## config.mk

```make
export PLATFORM = sky130hd
export DESIGN_NAME = bitmap_text_rasterizer_core
export DESIGN_NICKNAME = d
export VERILOG_FILES = /design/src/hdl/btr_pkg.sv /design/src/hdl/btr_cfg_regs.sv /design/src/hdl/btr_ctrl.sv /design/src/hdl/btr_datapath.sv /design/src/hdl/bitmap_text_rasterizer_core.sv
export SDC_FILE = /design/constraint.sdc
export NUM_CORES = 1
export LEC_CHECK = 0
export BUFFER_PORTS_ARGS = -buffer_cell sky130_fd_sc_hd__buf_2
export CAP_MARGIN = 0
export CORE_UTILIZATION = 40
export CTS_CLUSTER_DIAMETER = 80
export DETAILED_ROUTE_END_ITERATION = 6
export PLACE_DENSITY = 0.67
export REMOVE_ABC_BUFFERS = 1
export SLEW_MARGIN = 0
export SYNTH_ARGS = -nofsm -noshare
export SYNTH_HDL_FRONTEND = slang
export SYNTH_SLANG_ARGS = --single-unit
```

## constraint.sdc

```tcl
create_clock -name clk -period 12.9 [get_ports clk]
set_input_delay 1.29 -clock clk [delete_from_list [all_inputs] [get_ports clk]]
set_output_delay 1.29 -clock clk [all_outputs]
set_load 0.02 [all_outputs]
```

## src/hdl/btr_pkg.sv

```systemverilog
package btr_pkg;

    localparam int GLYPH_ROWS = 8;
    localparam int ROW_BITS   = 8;
    localparam int CELLS      = GLYPH_ROWS * ROW_BITS;
    localparam int CELL_IDX_W = $clog2(CELLS);
    localparam int CFG_IDX_W  = 3;
    localparam int CFG_DATA_W = 24;

    // screen coordinate range, tied to the 16-bit pixel ports and cursor
    localparam int COORD_BITS = 16;

    localparam logic [7:0]  NEWLINE_CODE = 8'd10;
    localparam logic [15:0] CURSOR_MAX   = 16'hFFFF;

    // register indexes of the configuration port
    localparam logic [CFG_IDX_W-1:0] REG_GLYPH_WIDTH  = 3'd0;
    localparam logic [CFG_IDX_W-1:0] REG_GLYPH_HEIGHT = 3'd1;
    localparam logic [CFG_IDX_W-1:0] REG_ORIGIN_X     = 3'd2;
    localparam logic [CFG_IDX_W-1:0] REG_ORIGIN_Y     = 3'd3;
    localparam logic [CFG_IDX_W-1:0] REG_AREA_WIDTH   = 3'd4;
    localparam logic [CFG_IDX_W-1:0] REG_AREA_HEIGHT  = 3'd5;
    localparam logic [CFG_IDX_W-1:0] REG_PEN_COLOR    = 3'd6;
    localparam logic [CFG_IDX_W-1:0] REG_WRAP_MODE    = 3'd7;

    typedef struct packed {
        logic [3:0]  glyph_width;
        logic [3:0]  glyph_height;
        logic [15:0] origin_x;
        logic [15:0] origin_y;
        logic [15:0] area_width;
        logic [15:0] area_height;
        logic [23:0] pen_color;
        logic        wrap_mode;
    } cfg_t;

    typedef enum logic [4:0] {
        ST_IDLE  = 5'b00001,
        ST_PLACE = 5'b00010,
        ST_CHECK = 5'b00100,
        ST_MASK  = 5'b01000,
        ST_EMIT  = 5'b10000
    } state_t;

    typedef struct packed {
        logic accept;
        logic place;
        logic check;
        logic build_mask;
        logic emit;
    } cmd_t;

    typedef struct packed {
        logic mask_empty;
    } status_t;

    function automatic logic [15:0] sat_add16(input logic [15:0] a, input logic [15:0] b);
        logic [16:0] s;
        s = {1'b0, a} + {1'b0, b};
        return s[16] ? CURSOR_MAX : s[15:0];
    endfunction

endpackage

```

## src/hdl/btr_cfg_regs.sv

```systemverilog
module btr_cfg_regs
    import btr_pkg::*;
(
    input  logic                  clk,
    input  logic                  rst_n,
    input  logic                  wr_en,
    input  logic [CFG_IDX_W-1:0]  wr_index,
    input  logic [CFG_DATA_W-1:0] wr_data,
    output cfg_t                  cfg
);

    cfg_t cfg_reg;
    cfg_t cfg_next;

    always_comb
    begin
        cfg_next = cfg_reg;
        if (wr_en)
        begin
            case (wr_index)
                REG_GLYPH_WIDTH:  cfg_next.glyph_width  = wr_data[3:0];
                REG_GLYPH_HEIGHT: cfg_next.glyph_height = wr_data[3:0];
                REG_ORIGIN_X:     cfg_next.origin_x     = wr_data[15:0];
                REG_ORIGIN_Y:     cfg_next.origin_y     = wr_data[15:0];
                REG_AREA_WIDTH:   cfg_next.area_width   = wr_data[15:0];
                REG_AREA_HEIGHT:  cfg_next.area_height  = wr_data[15:0];
                REG_PEN_COLOR:    cfg_next.pen_color    = wr_data[23:0];
                REG_WRAP_MODE:    cfg_next.wrap_mode    = wr_data[0];
                default:          cfg_next = cfg_reg;
            endcase
        end
    end

    always_ff @(posedge clk or negedge rst_n)
    begin
        if (!rst_n)
        begin
            cfg_reg.glyph_width  <= 4'd8;
            cfg_reg.glyph_height <= 4'd8;
            cfg_reg.origin_x     <= 16'd0;
            cfg_reg.origin_y     <= 16'd0;
            cfg_reg.area_width   <= 16'hFFFF;
            cfg_reg.area_height  <= 16'hFFFF;
            cfg_reg.pen_color    <= 24'hFFFFFF;
            cfg_reg.wrap_mode    <= 1'b0;
        end
        else
        begin
            cfg_reg <= cfg_next;
        end
    end

    assign cfg = cfg_reg;

endmodule

```

## src/hdl/btr_ctrl.sv

```systemverilog
module btr_ctrl
    import btr_pkg::*;
(
    input  logic    clk,
    input  logic    rst_n,
    input  logic    in_valid,
    output logic    in_stall,
    input  status_t status,
    output cmd_t    cmd
);

    state_t state_reg;
    state_t state_next;

    always_comb
    begin
        state_next = state_reg;
        case (state_reg)
            ST_IDLE:  if (in_valid) state_next = ST_PLACE;
            ST_PLACE: state_next = ST_CHECK;
            ST_CHECK: state_next = ST_MASK;
            ST_MASK:  state_next = ST_EMIT;
            ST_EMIT:  if (status.mask_empty) state_next = ST_IDLE;
            default:  state_next = ST_IDLE;
        endcase
    end

    always_ff @(posedge clk or negedge rst_n)
    begin
        if (!rst_n)
        begin
            state_reg <= ST_IDLE;
        end
        else
        begin
            state_reg <= state_next;
        end
    end

    assign in_stall       = (state_reg != ST_IDLE);
    assign cmd.accept     = (state_reg == ST_IDLE) && in_valid;
    assign cmd.place      = (state_reg == ST_PLACE);
    assign cmd.check      = (state_reg == ST_CHECK);
    assign cmd.build_mask = (state_reg == ST_MASK);
    assign cmd.emit       = (state_reg == ST_EMIT);

endmodule

```

## src/hdl/btr_datapath.sv

```systemverilog
module btr_datapath
    import btr_pkg::*;
#(
    parameter int MAX_GLYPH_WIDTH  = 8,
    parameter int MAX_GLYPH_HEIGHT = 8
)
(
    input  logic        clk,
    input  logic        rst_n,
    input  cfg_t        cfg,
    input  cmd_t        cmd,
    output status_t     status,
    input  logic [7:0]  char_code,
    input  logic [63:0] glyph_rows,
    input  logic        new_string,
    output logic        out_valid,
    input  logic        out_stall,
    output logic [15:0] pixel_x,
    output logic [15:0] pixel_y,
    output logic [23:0] pixel_color,
    output logic        last_pixel
);

    localparam int PX_W = 18;

    // captured beat
    logic [7:0]  code_reg;
    logic [63:0] rows_reg;
    logic        ns_reg;

    // text cursor state
    logic [15:0] cursor_x_reg, cursor_x_next;
    logic [15:0] cursor_y_reg, cursor_y_next;
    logic        stopped_reg, stopped_next;

    // placement results
    logic [15:0] cx1_reg, cy1_reg;
    logic        bad_reg, nl_reg;
    logic        draw_reg, draw_next;
    logic [16:0] bx_reg, by_reg;

    logic [CELLS-1:0] mask_reg, mask_next;

    logic        out_valid_reg, out_valid_next;
    logic [15:0] px_reg, py_reg;
    logic [23:0] color_reg;
    logic        last_reg;

    logic [3:0]  w, h, adv;
    logic [15:0] cx_e, cy_e;
    logic        nl, wrap_x, bad;
    logic [15:0] cy_inc;
    logic        h_over;

    logic [7:0]       col_ok, row_ok;
    logic [CELLS-1:0] scan_mask;
    logic [CELLS-1:0] lowest;
    logic [CELL_IDX_W-1:0] idx;
    logic        load;
    logic [PX_W-1:0] px_full, py_full;

    // clamped glyph size and advance (w is at most 8, so w/5 is 1 from 5 up)
    assign w   = (cfg.glyph_width > 4'(MAX_GLYPH_WIDTH)) ? 4'(MAX_GLYPH_WIDTH)
                                                         : cfg.glyph_width;
    assign h   = (cfg.glyph_height > 4'(MAX_GLYPH_HEIGHT)) ? 4'(MAX_GLYPH_HEIGHT)
                                                           : cfg.glyph_height;
    assign adv = w - ((w >= 4'd5) ? 4'd1 : 4'd0);

    // placement: new string clears the cursor first
    assign cx_e   = ns_reg ? 16'd0 : cursor_x_reg;
    assign cy_e   = ns_reg ? 16'd0 : cursor_y_reg;
    assign nl     = (code_reg == NEWLINE_CODE);
    assign bad    = cfg.wrap_mode && ((adv == 4'd0) || (cfg.area_width < 16'(w))
                    || (cfg.area_height < 16'(h)));
    assign wrap_x = cfg.wrap_mode && !nl
                    && (({1'b0, cx_e} + 17'(w)) > {1'b0, cfg.area_width});
    assign cy_inc = sat_add16(cy_e, 16'(h));

    assign h_over = cfg.wrap_mode && (({1'b0, cy1_reg} + 17'(h)) > {1'b0, cfg.area_height});

    always_comb
    begin
        cursor_x_next = cursor_x_reg;
        cursor_y_next = cursor_y_reg;
        stopped_next  = stopped_reg;
        draw_next     = 1'b0;
        if (cmd.place && ns_reg)
        begin
            cursor_x_next = 16'd0;
            cursor_y_next = 16'd0;
            stopped_next  = 1'b0;
        end
        else if (cmd.check && !stopped_reg)
        begin
            if (bad_reg)
            begin
                stopped_next = 1'b1;
            end
            else if (nl_reg)
            begin
                cursor_x_next = 16'd0;
                cursor_y_next = cy1_reg;
                stopped_next  = h_over;
            end
            else if (h_over)
            begin
                cursor_x_next = cx1_reg;
                cursor_y_next = cy1_reg;
                stopped_next  = 1'b1;
            end
            else
            begin
                cursor_x_next = sat_add16(cx1_reg, 16'(adv));
                cursor_y_next = cy1_reg;
                draw_next     = 1'b1;
            end
        end
    end

    // per-column and per-row coordinate range checks
    always_comb
    begin
        for (int i = 0; i < ROW_BITS; i++)
        begin
            col_ok[i] = (((PX_W'(bx_reg) + PX_W'(i)) >> COORD_BITS) == '0);
        end
        for (int j = 0; j < GLYPH_ROWS; j++)
        begin
            row_ok[j] = (((PX_W'(by_reg) + PX_W'(j)) >> COORD_BITS) == '0);
        end
    end

    // scan-ordered mask: cell 8j+i is column i of row j
    always_comb
    begin
        logic [7:0] row_byte;
        logic [3:0] sel;
        for (int j = 0; j < GLYPH_ROWS; j++)
        begin
            row_byte = rows_reg[ROW_BITS*j +: ROW_BITS];
            for (int i = 0; i < ROW_BITS; i++)
            begin
                sel = w - 4'(i) - 4'd1;
                scan_mask[ROW_BITS*j + i] = (4'(i) < w) && (4'(j) < h)
                                            && row_byte[sel[2:0]]
                                            && col_ok[i] && row_ok[j];
            end
        end
    end

    // next set cell in scan order
    assign lowest = mask_reg & (~mask_reg + 1'b1);

    always_comb
    begin
        idx = '0;
        for (int k = 0; k < CELLS; k++)
        begin
            if (lowest[k])
            begin
                idx = idx | CELL_IDX_W'(k);
            end
        end
    end

    assign load    = cmd.emit && (mask_reg != '0) && (!out_valid_reg || !out_stall);
    assign px_full = PX_W'(bx_reg) + PX_W'(idx[2:0]);
    assign py_full = PX_W'(by_reg) + PX_W'(idx[CELL_IDX_W-1:3]);

    always_comb
    begin
        mask_next = mask_reg;
        if (cmd.build_mask)
        begin
            mask_next = draw_reg ? scan_mask : '0;
        end
        else if (load)
        begin
            mask_next = mask_reg & ~lowest;
        end
    end

    always_comb
    begin
        if (load)
        begin
            out_valid_next = 1'b1;
        end
        else if (out_stall)
        begin
            out_valid_next = out_valid_reg;
        end
        else
        begin
            out_valid_next = 1'b0;
        end
    end

    always_ff @(posedge clk or negedge rst_n)
    begin
        if (!rst_n)
        begin
            cursor_x_reg  <= 16'd0;
            cursor_y_reg  <= 16'd0;
            stopped_reg   <= 1'b0;
            draw_reg      <= 1'b0;
            mask_reg      <= '0;
            out_valid_reg <= 1'b0;
        end
        else
        begin
            cursor_x_reg  <= cursor_x_next;
            cursor_y_reg  <= cursor_y_next;
            stopped_reg   <= stopped_next;
            if (cmd.check)
            begin
                draw_reg <= draw_next;
            end
            mask_reg      <= mask_next;
            out_valid_reg <= out_valid_next;
        end
    end

    always_ff @(posedge clk)
    begin
        if (cmd.accept)
        begin
            code_reg <= char_code;
            rows_reg <= glyph_rows;
            ns_reg   <= new_string;
        end
        if (cmd.place)
        begin
            cx1_reg <= (nl || wrap_x) ? 16'd0 : cx_e;
            cy1_reg <= (nl || wrap_x) ? cy_inc : cy_e;
            bad_reg <= bad;
            nl_reg  <= nl;
        end
        if (cmd.check)
        begin
            bx_reg <= {1'b0, cfg.origin_x} + {1'b0, cx1_reg};
            by_reg <= {1'b0, cfg.origin_y} + {1'b0, cy1_reg};
        end
        if (load)
        begin
            px_reg    <= px_full[15:0];
            py_reg    <= py_full[15:0];
            color_reg <= cfg.pen_color;
            last_reg  <= ((mask_reg & ~lowest) == '0);
        end
    end

    assign status.mask_empty = (mask_reg == '0);
    assign out_valid         = out_valid_reg;
    assign pixel_x           = px_reg;
    assign pixel_y           = py_reg;
    assign pixel_color       = color_reg;
    assign last_pixel        = last_reg;

endmodule

```

## src/hdl/bitmap_text_rasterizer_core.sv

```systemverilog
// Bitmap text rasterizer. Each input beat carries one character and its glyph
// bitmap (row j in glyph_rows byte j, leftmost pixel in the glyph's top used
// bit); the block emits one output beat per set glyph pixel in screen
// coordinates, rows top to bottom and left to right, with last_pixel marking
// the final beat of the character. A character that draws nothing produces no
// beat. The cursor is kept relative to origin_x/origin_y and advances by
// width - width/5; a newline (code 10) returns to column 0 and moves down one
// glyph height. With wrap_mode set the text wraps at area_width and a line that
// would pass area_height stops the string until a beat with new_string set.
// Sequence: a character passes through accept, place, range check, mask build
// and emit, which sends its set pixels and closes once the mask runs dry; a
// newline or an empty glyph passes through the same steps with no pixel beat,
// and output stalls hold emit back. The pixel rate is set by the single scan
// unit, which pulls the next set cell out of a 64-bit scan mask each cycle
// unless the output register is stalled. The final pixel of one character
// may still wait in the output register while the next character is taken in.
// Configuration writes are always ready and must only be issued while no
// character is in flight.
module bitmap_text_rasterizer_core
    import btr_pkg::*;
#(
    parameter int MAX_GLYPH_WIDTH  = 8,
    parameter int MAX_GLYPH_HEIGHT = 8
)
(
    input  logic                  clk,
    input  logic                  rst_n,

    // configuration write channel
    input  logic                  cfg_valid,
    output logic                  cfg_ready,
    input  logic [CFG_IDX_W-1:0]  cfg_index,
    input  logic [CFG_DATA_W-1:0] cfg_data,

    // character channel
    input  logic                  in_valid,
    output logic                  in_stall,
    input  logic [7:0]            char_code,
    input  logic [63:0]           glyph_rows,
    input  logic                  new_string,

    // pixel channel
    output logic                  out_valid,
    input  logic                  out_stall,
    output logic [15:0]           pixel_x,
    output logic [15:0]           pixel_y,
    output logic [23:0]           pixel_color,
    output logic                  last_pixel
);

    cfg_t    cfg;
    cmd_t    cmd;
    status_t status;

    // register file takes a write every cycle
    assign cfg_ready = 1'b1;

    btr_cfg_regs u_cfg_regs (
        .clk      (clk),
        .rst_n    (rst_n),
        .wr_en    (cfg_valid && cfg_ready),
        .wr_index (cfg_index),
        .wr_data  (cfg_data),
        .cfg      (cfg)
    );

    // sequencer: accept, place cursor, range check, build mask, emit
    btr_ctrl u_ctrl (
        .clk      (clk),
        .rst_n    (rst_n),
        .in_valid (in_valid),
        .in_stall (in_stall),
        .status   (status),
        .cmd      (cmd)
    );

    // cursor, scan mask and output register
    btr_datapath #(
        .MAX_GLYPH_WIDTH  (MAX_GLYPH_WIDTH),
        .MAX_GLYPH_HEIGHT (MAX_GLYPH_HEIGHT)
    ) u_datapath (
        .clk         (clk),
        .rst_n       (rst_n),
        .cfg         (cfg),
        .cmd         (cmd),
        .status      (status),
        .char_code   (char_code),
        .glyph_rows  (glyph_rows),
        .new_string  (new_string),
        .out_valid   (out_valid),
        .out_stall   (out_stall),
        .pixel_x     (pixel_x),
        .pixel_y     (pixel_y),
        .pixel_color (pixel_color),
        .last_pixel  (last_pixel)
    );

endmodule

```

Word-level counts from Yosys, hierarchy flattened
Index checks and enable logic that the tools add are counted.
{"block": "word_totals", "romBits": 0, "output_inout_bits": 60, "wordCells": 721, "regBits": 399, "mem_count": 0, "mem_bits_rw": 0, "input_bits": 105, "latch_bits": 0}
{"block": "op_classes", "n_addsub": 38, "multipliers": 0, "order_cmp": 31, "shift": 0, "div_mod_pow": 0, "reduce_logical": 308, "bitwise_logic": 4, "n_mux": 286, "eq_ne": 26}
{"operator": "2-to-1 mux 16 bit", "n": 42}
{"operator": "logical NOT 18 bit", "n": 16}
{"operator": "logical AND 1 bit", "n": 265}
{"operator": "2-to-1 mux 64 bit", "n": 4}
{"operator": "binary-select mux 1 bit (select 3 bit)", "n": 64}
{"operator": "2-to-1 mux 6 bit", "n": 32}
{"operator": "adder 17 x 3 -> 18 bit (second input constant)", "n": 8}
{"operator": "bitwise AND 64 bit", "n": 2}
{"operator": "logical NOT 64 bit", "n": 2}
{"operator": "NOT 64 bit", "n": 2}
{"operator": "2-to-1 mux 1 bit", "n": 101}
{"operator": "2-to-1 mux 5 bit", "n": 20}
{"operator": "adder 17 x 2 -> 18 bit (second input constant)", "n": 4}
{"operator": "adder 16 x 4 -> 17 bit", "n": 4}
{"operator": "adder 64 x 1 -> 64 bit (second input constant)", "n": 1}
{"operator": "nonzero test 64 bit", "n": 1}
{"operator": "2-to-1 mux 4 bit", "n": 14}
{"operator": "2-to-1 mux 24 bit", "n": 2}
{"operator": "adder 17 x 1 -> 18 bit (second input constant)", "n": 2}
{"operator": "adder 16 x 16 -> 17 bit", "n": 2}
{"operator": "greater-than comparator 17 x 16 -> 1 bit", "n": 2}
{"operator": "adder 16 x 3 -> 16 bit", "n": 2}
{"operator": "less-than comparator 16 x 4 -> 1 bit", "n": 2}
{"operator": "less-than comparator 3 x 4 -> 1 bit (first input constant)", "n": 8}
{"operator": "31 further kinds", "n": 91}

Logic depth before layout (Yosys ltp)
{"block": "depth", "ltp_word": 67, "ltp_mapped": 25, "depth_no_buf": 21}

Cells and area by module
Synthesis repeated with hierarchy kept, for this count alone.
{"block": "hier_totals", "cells_unflattened": 2055, "hier_area_um2": 23239.8}
{"module": "btr_datapath", "seq_area_each_um2": 8423.1, "cells_each": 1808, "instances": 1, "area_each_um2": 18995.7}
{"module": "btr_cfg_regs", "seq_area_each_um2": 2499.9, "cells_each": 214, "instances": 1, "area_each_um2": 3923.8}
{"module": "btr_ctrl", "seq_area_each_um2": 126.4, "cells_each": 31, "instances": 1, "area_each_um2": 309.0}
{"module": "bitmap_text_rasterizer_core", "seq_area_each_um2": 0.0, "cells_each": 2, "instances": 1, "area_each_um2": 11.3}

Worst setup path after synthesis
No wires, ideal clock.
{"block": "synth_path", "path_kind": "reg-to-reg", "startpoint": "register u_cfg_regs.cfg_reg, in the netlist u_cfg_regs.cfg[96]", "endpoint": "register u_datapath.cy1_reg[7], data pin", "t_arrival_ns": 5.533, "path_stages_with_launch": 24, "path_buffers": 2, "setup_ns": 0.158, "setup_slack_ns": 7.209, "required_time_ns": 12.742, "synth_period_minus_slack_ns": 5.691, "cell_sequence": "dfstp_2 -> clkinv_1 -> nand2_1 -> clkinv_1 -> clkbuf_1 -> buf_1 -> ha_1 -> a21o_1 -> a21oi_1 -> nor2b_1 -> o21a_1 -> and3_1 -> nand4_1 -> xor2_1 -> nor2_1 -> ha_1 -> and3_1 -> nand2_1 -> nor3_1 -> o21ai_0 -> a211oi_1 -> nor2_1 -> or4b_2 -> o211ai_1"}
{"block": "synth_via", "elab_chain_cells": 7}
{"element": "start: declaration", "line": "btr_cfg_regs.sv:12", "rtl": "cfg_t cfg_reg;"}
{"element": "start signal: assignment", "line": "btr_cfg_regs.sv:49", "rtl": "cfg_reg <= cfg_next;"}
{"element": "greater-than comparator 4 bit", "line": "btr_datapath.sv:63", "rtl": "assign w = (cfg.glyph_width > 4'(MAX_GLYPH_WIDTH)) ? 4'(MAX_GLYPH_WIDTH)"}
{"element": "2-to-1 mux 4 bit *", "line": "btr_datapath.sv:63"}
{"element": "adder 16 x 4 -> 17 bit *", "line": "btr_datapath.sv:76", "rtl": "&& (({1'b0, cx_e} + 17'(w)) > {1'b0, cfg.area_width});"}
{"element": "greater-than comparator 17 x 16 -> 1 bit *", "line": "btr_datapath.sv:76"}
{"element": "logical AND 1 bit *", "line": "btr_datapath.sv:76"}
{"element": "logical OR 1 bit *", "line": "btr_datapath.sv:235", "rtl": "cy1_reg <= (nl || wrap_x) ? cy_inc : cy_e;"}
{"element": "2-to-1 mux 16 bit *", "line": "btr_datapath.sv:235"}
{"element": "end signal: assignment", "line": "btr_datapath.sv:235"}
{"element": "end: declaration", "line": "btr_datapath.sv:37", "rtl": "logic [15:0] cx1_reg, cy1_reg;"}
Mark *: on every way between the ends. The rest lies on a longest branch, timed or not.
A chain may end at the register's enable or synchronous reset.

Worst setup path in the final report
{"block": "layout_path", "startpoint": "register u_cfg_regs.cfg_reg, in the netlist u_cfg_regs.cfg[96]", "endpoint": "register u_datapath.cy1_reg[9], data pin"}
The elaborated chain is that of the path after synthesis.

==> metrics.md <==
| Metric | Value |
|---|---|
| Outcome | `completed` |
| Number of synthesized flops with an enable pin | `198` |
| Switch Pwr | `1.799 mW` |
| Type of element launching the critical path | `flop` |
| Multi-input combinational cell area | `11360 µm²` |
| Clock sinks | `399` |
| Post-Route Setup TNS | `0 ns` |
| Busiest grt layer | `met2` |
| Detailed-route wire length | `69040 µm` |
| Peak Freq | `0.1412 GHz` |
| Top-count cell post-synth | `sky130_fd_sc_hd__edfxtp_1` |
| Worst-margin pin slew | `1.270 ns` |
| Area contributors post-synth | `sky130_fd_sc_hd__edfxtp_1 (26%), sky130_fd_sc_hd__dfrtp_1 (15%), sky130_fd_sc_hd__mux2i_1 (7.4%)` |
| Largest net degree at the start of global routing | `85` |
| Met3 track utilization from global routing | `0.04254` |
| CTS tree | `yes` |
| Clock Skews | `0.01995 ns` |
| Internal power of the cells | `3.248 mW` |
| Clock latency on the worst-skew pair | `0.60 ns` |
| Combinational cell fraction of total power | `0.309` |
| DIE HEIGHT | `242.2 µm` |
| Mux cell area share after synthesis | `0.1186` |
| Sequential Area | `11050 µm²` |
| Worst EP required | `13.33 ns` |
| Half-perimeter wire length after placement | `49310 µm` |
| Initial antenna violation count | `2` |
| Area of the die | `58640 µm²` |
| Synth Flop Type | `sky130_fd_sc_hd__edfxtp_1` |
| Number of buffers inserted for hold repair after clock tree synthesis | `0` |
| Drt via density | `5.874` |
| Final critical path time including I/O delays and setup | `7.083 ns` |
| Inserted Clock Buffers | `49` |
| # DRC | `0` |
| Largest driver fanout on the critical path | `26` |
| Fin nets | `2465` |
| Share of synthesized area occupied by flip-flops and latches | `0.4789` |
| Worst setup slack after layout | `5.817 ns` |
| Avg Cell Area, Syn | `10.97 µm²` |
| Clk Tree Root Cell | `sky130_fd_sc_hd__clkbuf_16` |
| Post-Route Hold Slack | `0.5123 ns` |
| Count of antenna-violating nets left after detailed routing | `0` |
| Starting DRT DRC Count | `1703` |
| Max Slew Vio Count | `0` |
| Wire length of the first global-routing pass | `105600 µm` |
| Met1 global-route usage | `0.3402` |
| Relative contribution of the clock network to total power | `0.290` |
| Number of filler cells placed in the layout | `5117` |
| Reg2Reg Depth | `22` |
| Start-to-end type of the worst setup path | `reg2reg` |
| Complex-gate fraction of the synthesized area | `0.1330` |
| Synthesized flop and latch total | `399` |
| Number of buffers inserted to repair setup after CTS | `0` |
| Arrival time of the worst setup path | `7.51 ns` |
| Most frequent cells after synthesis | `sky130_fd_sc_hd__edfxtp_1 (198), sky130_fd_sc_hd__mux2i_1 (171), sky130_fd_sc_hd__nand2_1 (163)` |
| Total of buffers placed on input and output ports | `163` |
| Switching share of power | `0.3565` |
| Final weighted congestion in routability-driven placement | `0.9718` |
| Hold-critical path depth | `1` |
| Final-report hold violation count | `0` |
| Number of failing setup endpoints in the final timing report | `0` |
| HP Class | `reg2reg` |
| Syn. warnings | `0` |
| Period utilisation layout | `0.5491` |
| CTS-repair resized insts | `0` |
| Starting density of the core | `0.4068` |
| H-tree depth | `2` |
| Number of maximum-capacitance violations | `0` |
| Max-slew headroom at the worst pin | `0.1532` |
| Cell Area, Placed | `24690 µm²` |
| Horizontal die dimension | `242.2 µm` |
| Share of Yosys cell area claimed by the top area cell type | `0.2577` |
| Worst slack after detailed placement | `6.002 ns` |
| Largest family of logic cells by synthesized area | `simple AND/OR/NAND/NOR gates` |
| Worst IR drop on VDD | `0.1194 mV` |
| CTS clk-pin slew, worst paths | `0.06 ns` |
| Post-route cell area | `26430 µm²` |
| Utilization after layout | `0.4659` |
| Total iterations of the first detailed-routing run | `6` |
| GRT Util Overall | `0.2330` |
| Synthesized cell area | `23070 µm²` |
| Standby leakage power | `10.74 nW` |
| Share of async-settable or async-resettable flops after synthesis | `0.5038` |
| Number of I/O pins | `165` |
| Std cell rows | `87` |
| Register share of total power | `0.401` |
| DR vias | `17.92k` |
| Distinct cell type count after synthesis | `90` |
| Maximum count of clock buffers along a single path | `3` |
| Routed length per placed instance | `22.63 µm` |
| Layout overhead on the synthesized area | `14.54%` |
| Core outline area | `56710 µm²` |
| Nature of the critical path endpoint | `flop` |
| Global route overflow | `0` |
| Parity-gate share of the synthesized area counting xor and xnor cells | `0.03379` |
| Max reg flops | `97` |
| Vias in the first global route | `17.35k` |
| Adder-cell share of the synthesized area | `0.06432` |
| Met2 track demand over resource | `0.3452` |
| Share of post-route cells with drive strength above 1 | `0.2102` |
| Cell Pwr Density | `191.0 nW/µm²` |
| RSZ-0062 raised after global routing | `no` |
| Synth area leader | `sky130_fd_sc_hd__edfxtp_1` |
| Post-synthesis share of cell area spent on and, or, nand and nor gates | `0.1406` |
| Gate count of the mapped netlist | `2104` |
power by group through the flow:
stage,registers [mW],clock network (mW),logic [mW]
after floorplan,1.92,0,1.14
after global placement,2.02,0,1.50
after detailed placement,2.03,0,1.54
after CTS,2.01,1.49,1.55
after global routing,2.06,1.54,1.72
final,2.02,1.46,1.56
placed cells by master, fill, tap and decap left out, drive strengths merged, types with 38 or more instances in the layout:
cell type and n:
a21oi 89, buf 183, clkbuf 63, dfrtp 142, dfstp 59, edfxtp 198
ha 100, inv 95, mux2 77, mux2i 171, nand2 163, nand3 51
nor2 133, nor3 49, o211ai 38, o21ai 76, xnor2 54
critical path, cell delays in order (launching register included):
cell	delay [ns]
sky130_fd_sc_hd__dfstp_2	0.59
sky130_fd_sc_hd__clkinv_1	0.27
sky130_fd_sc_hd__nand2_1	0.14
sky130_fd_sc_hd__buf_4	0.43
sky130_fd_sc_hd__clkinv_1	0.97
sky130_fd_sc_hd__ha_1	0.63
sky130_fd_sc_hd__a21o_1	0.16
sky130_fd_sc_hd__a21oi_1	0.21
sky130_fd_sc_hd__nor2b_1	0.07
sky130_fd_sc_hd__o21a_1	0.21
sky130_fd_sc_hd__and3_1	0.25
sky130_fd_sc_hd__nand4_1	0.12
sky130_fd_sc_hd__xor2_1	0.14
sky130_fd_sc_hd__nor2_1	0.06
sky130_fd_sc_hd__ha_1	0.29
sky130_fd_sc_hd__and3_1	0.20
sky130_fd_sc_hd__a221oi_1	0.27
sky130_fd_sc_hd__o21ai_0	0.13
sky130_fd_sc_hd__a21oi_1	0.17
sky130_fd_sc_hd__a21oi_1	0.15
sky130_fd_sc_hd__nor2_1	0.99
sky130_fd_sc_hd__nor2_1	0.18
sky130_fd_sc_hd__o2111ai_1	0.24
path summary, 6_finish.rpt:
kind,start,to,slack [ns]
setup / recovery,u_cfg_regs.cfg[96],u_datapath.cy1_reg[9],5.82
hold / removal,u_cfg_regs.cfg[93],u_cfg_regs.cfg[93],0.51
hold reg to reg,u_cfg_regs.cfg[93],u_cfg_regs.cfg[93],0.51
setup reg to reg,u_cfg_regs.cfg[96],u_datapath.cy1_reg[9],5.82
min in group asynchronous,rst_n,u_datapath.cursor_y_reg[9],0.75
max in group asynchronous,rst_n,u_datapath.cursor_y_reg[14],9.96
logic make-up after synthesis:
kind of cell / after synthesis
AND/OR/NAND/NOR: 624
AO/OA/AOI/OAI: 440
flip-flops: 399
multiplexers: 255
buffers and inverters: 181
adder cells (fa/ha/maj): 115
XOR/XNOR: 89
other: 1
routing by layer:
metal,up-vias,share of wire
met5,-,0
met2,722,0.43
met4,0,0.029
li1,8258,-
met1,8828,0.46
met3,115,0.077
per-stage QoR:
stage | power (mW) | instances
after floorplan | 3.056 | 2017
after global placement | 3.518 | 2957
after detailed placement | 3.570 | 2957
after CTS | 5.052 | 3049
after global routing | 5.315 | 3050
final | 5.047 | 3051
final cells by class:
| class | instances | share of cell area |
|---|---|---|
| diodes | 2 | 0.0001894 |
| clock buffers | 62 | 0.05298 |
| well taps | 756 | 0.03580 |
| inverters | 94 | 0.01335 |
| repair buffers | 184 | 0.03717 |
| multi-input cells | 1524 | 0.4297 |
| flip-flops and latches | 399 | 0.4181 |
| clock inverters | 30 | 0.01264 |
Power figures use the tool's default switching activity.
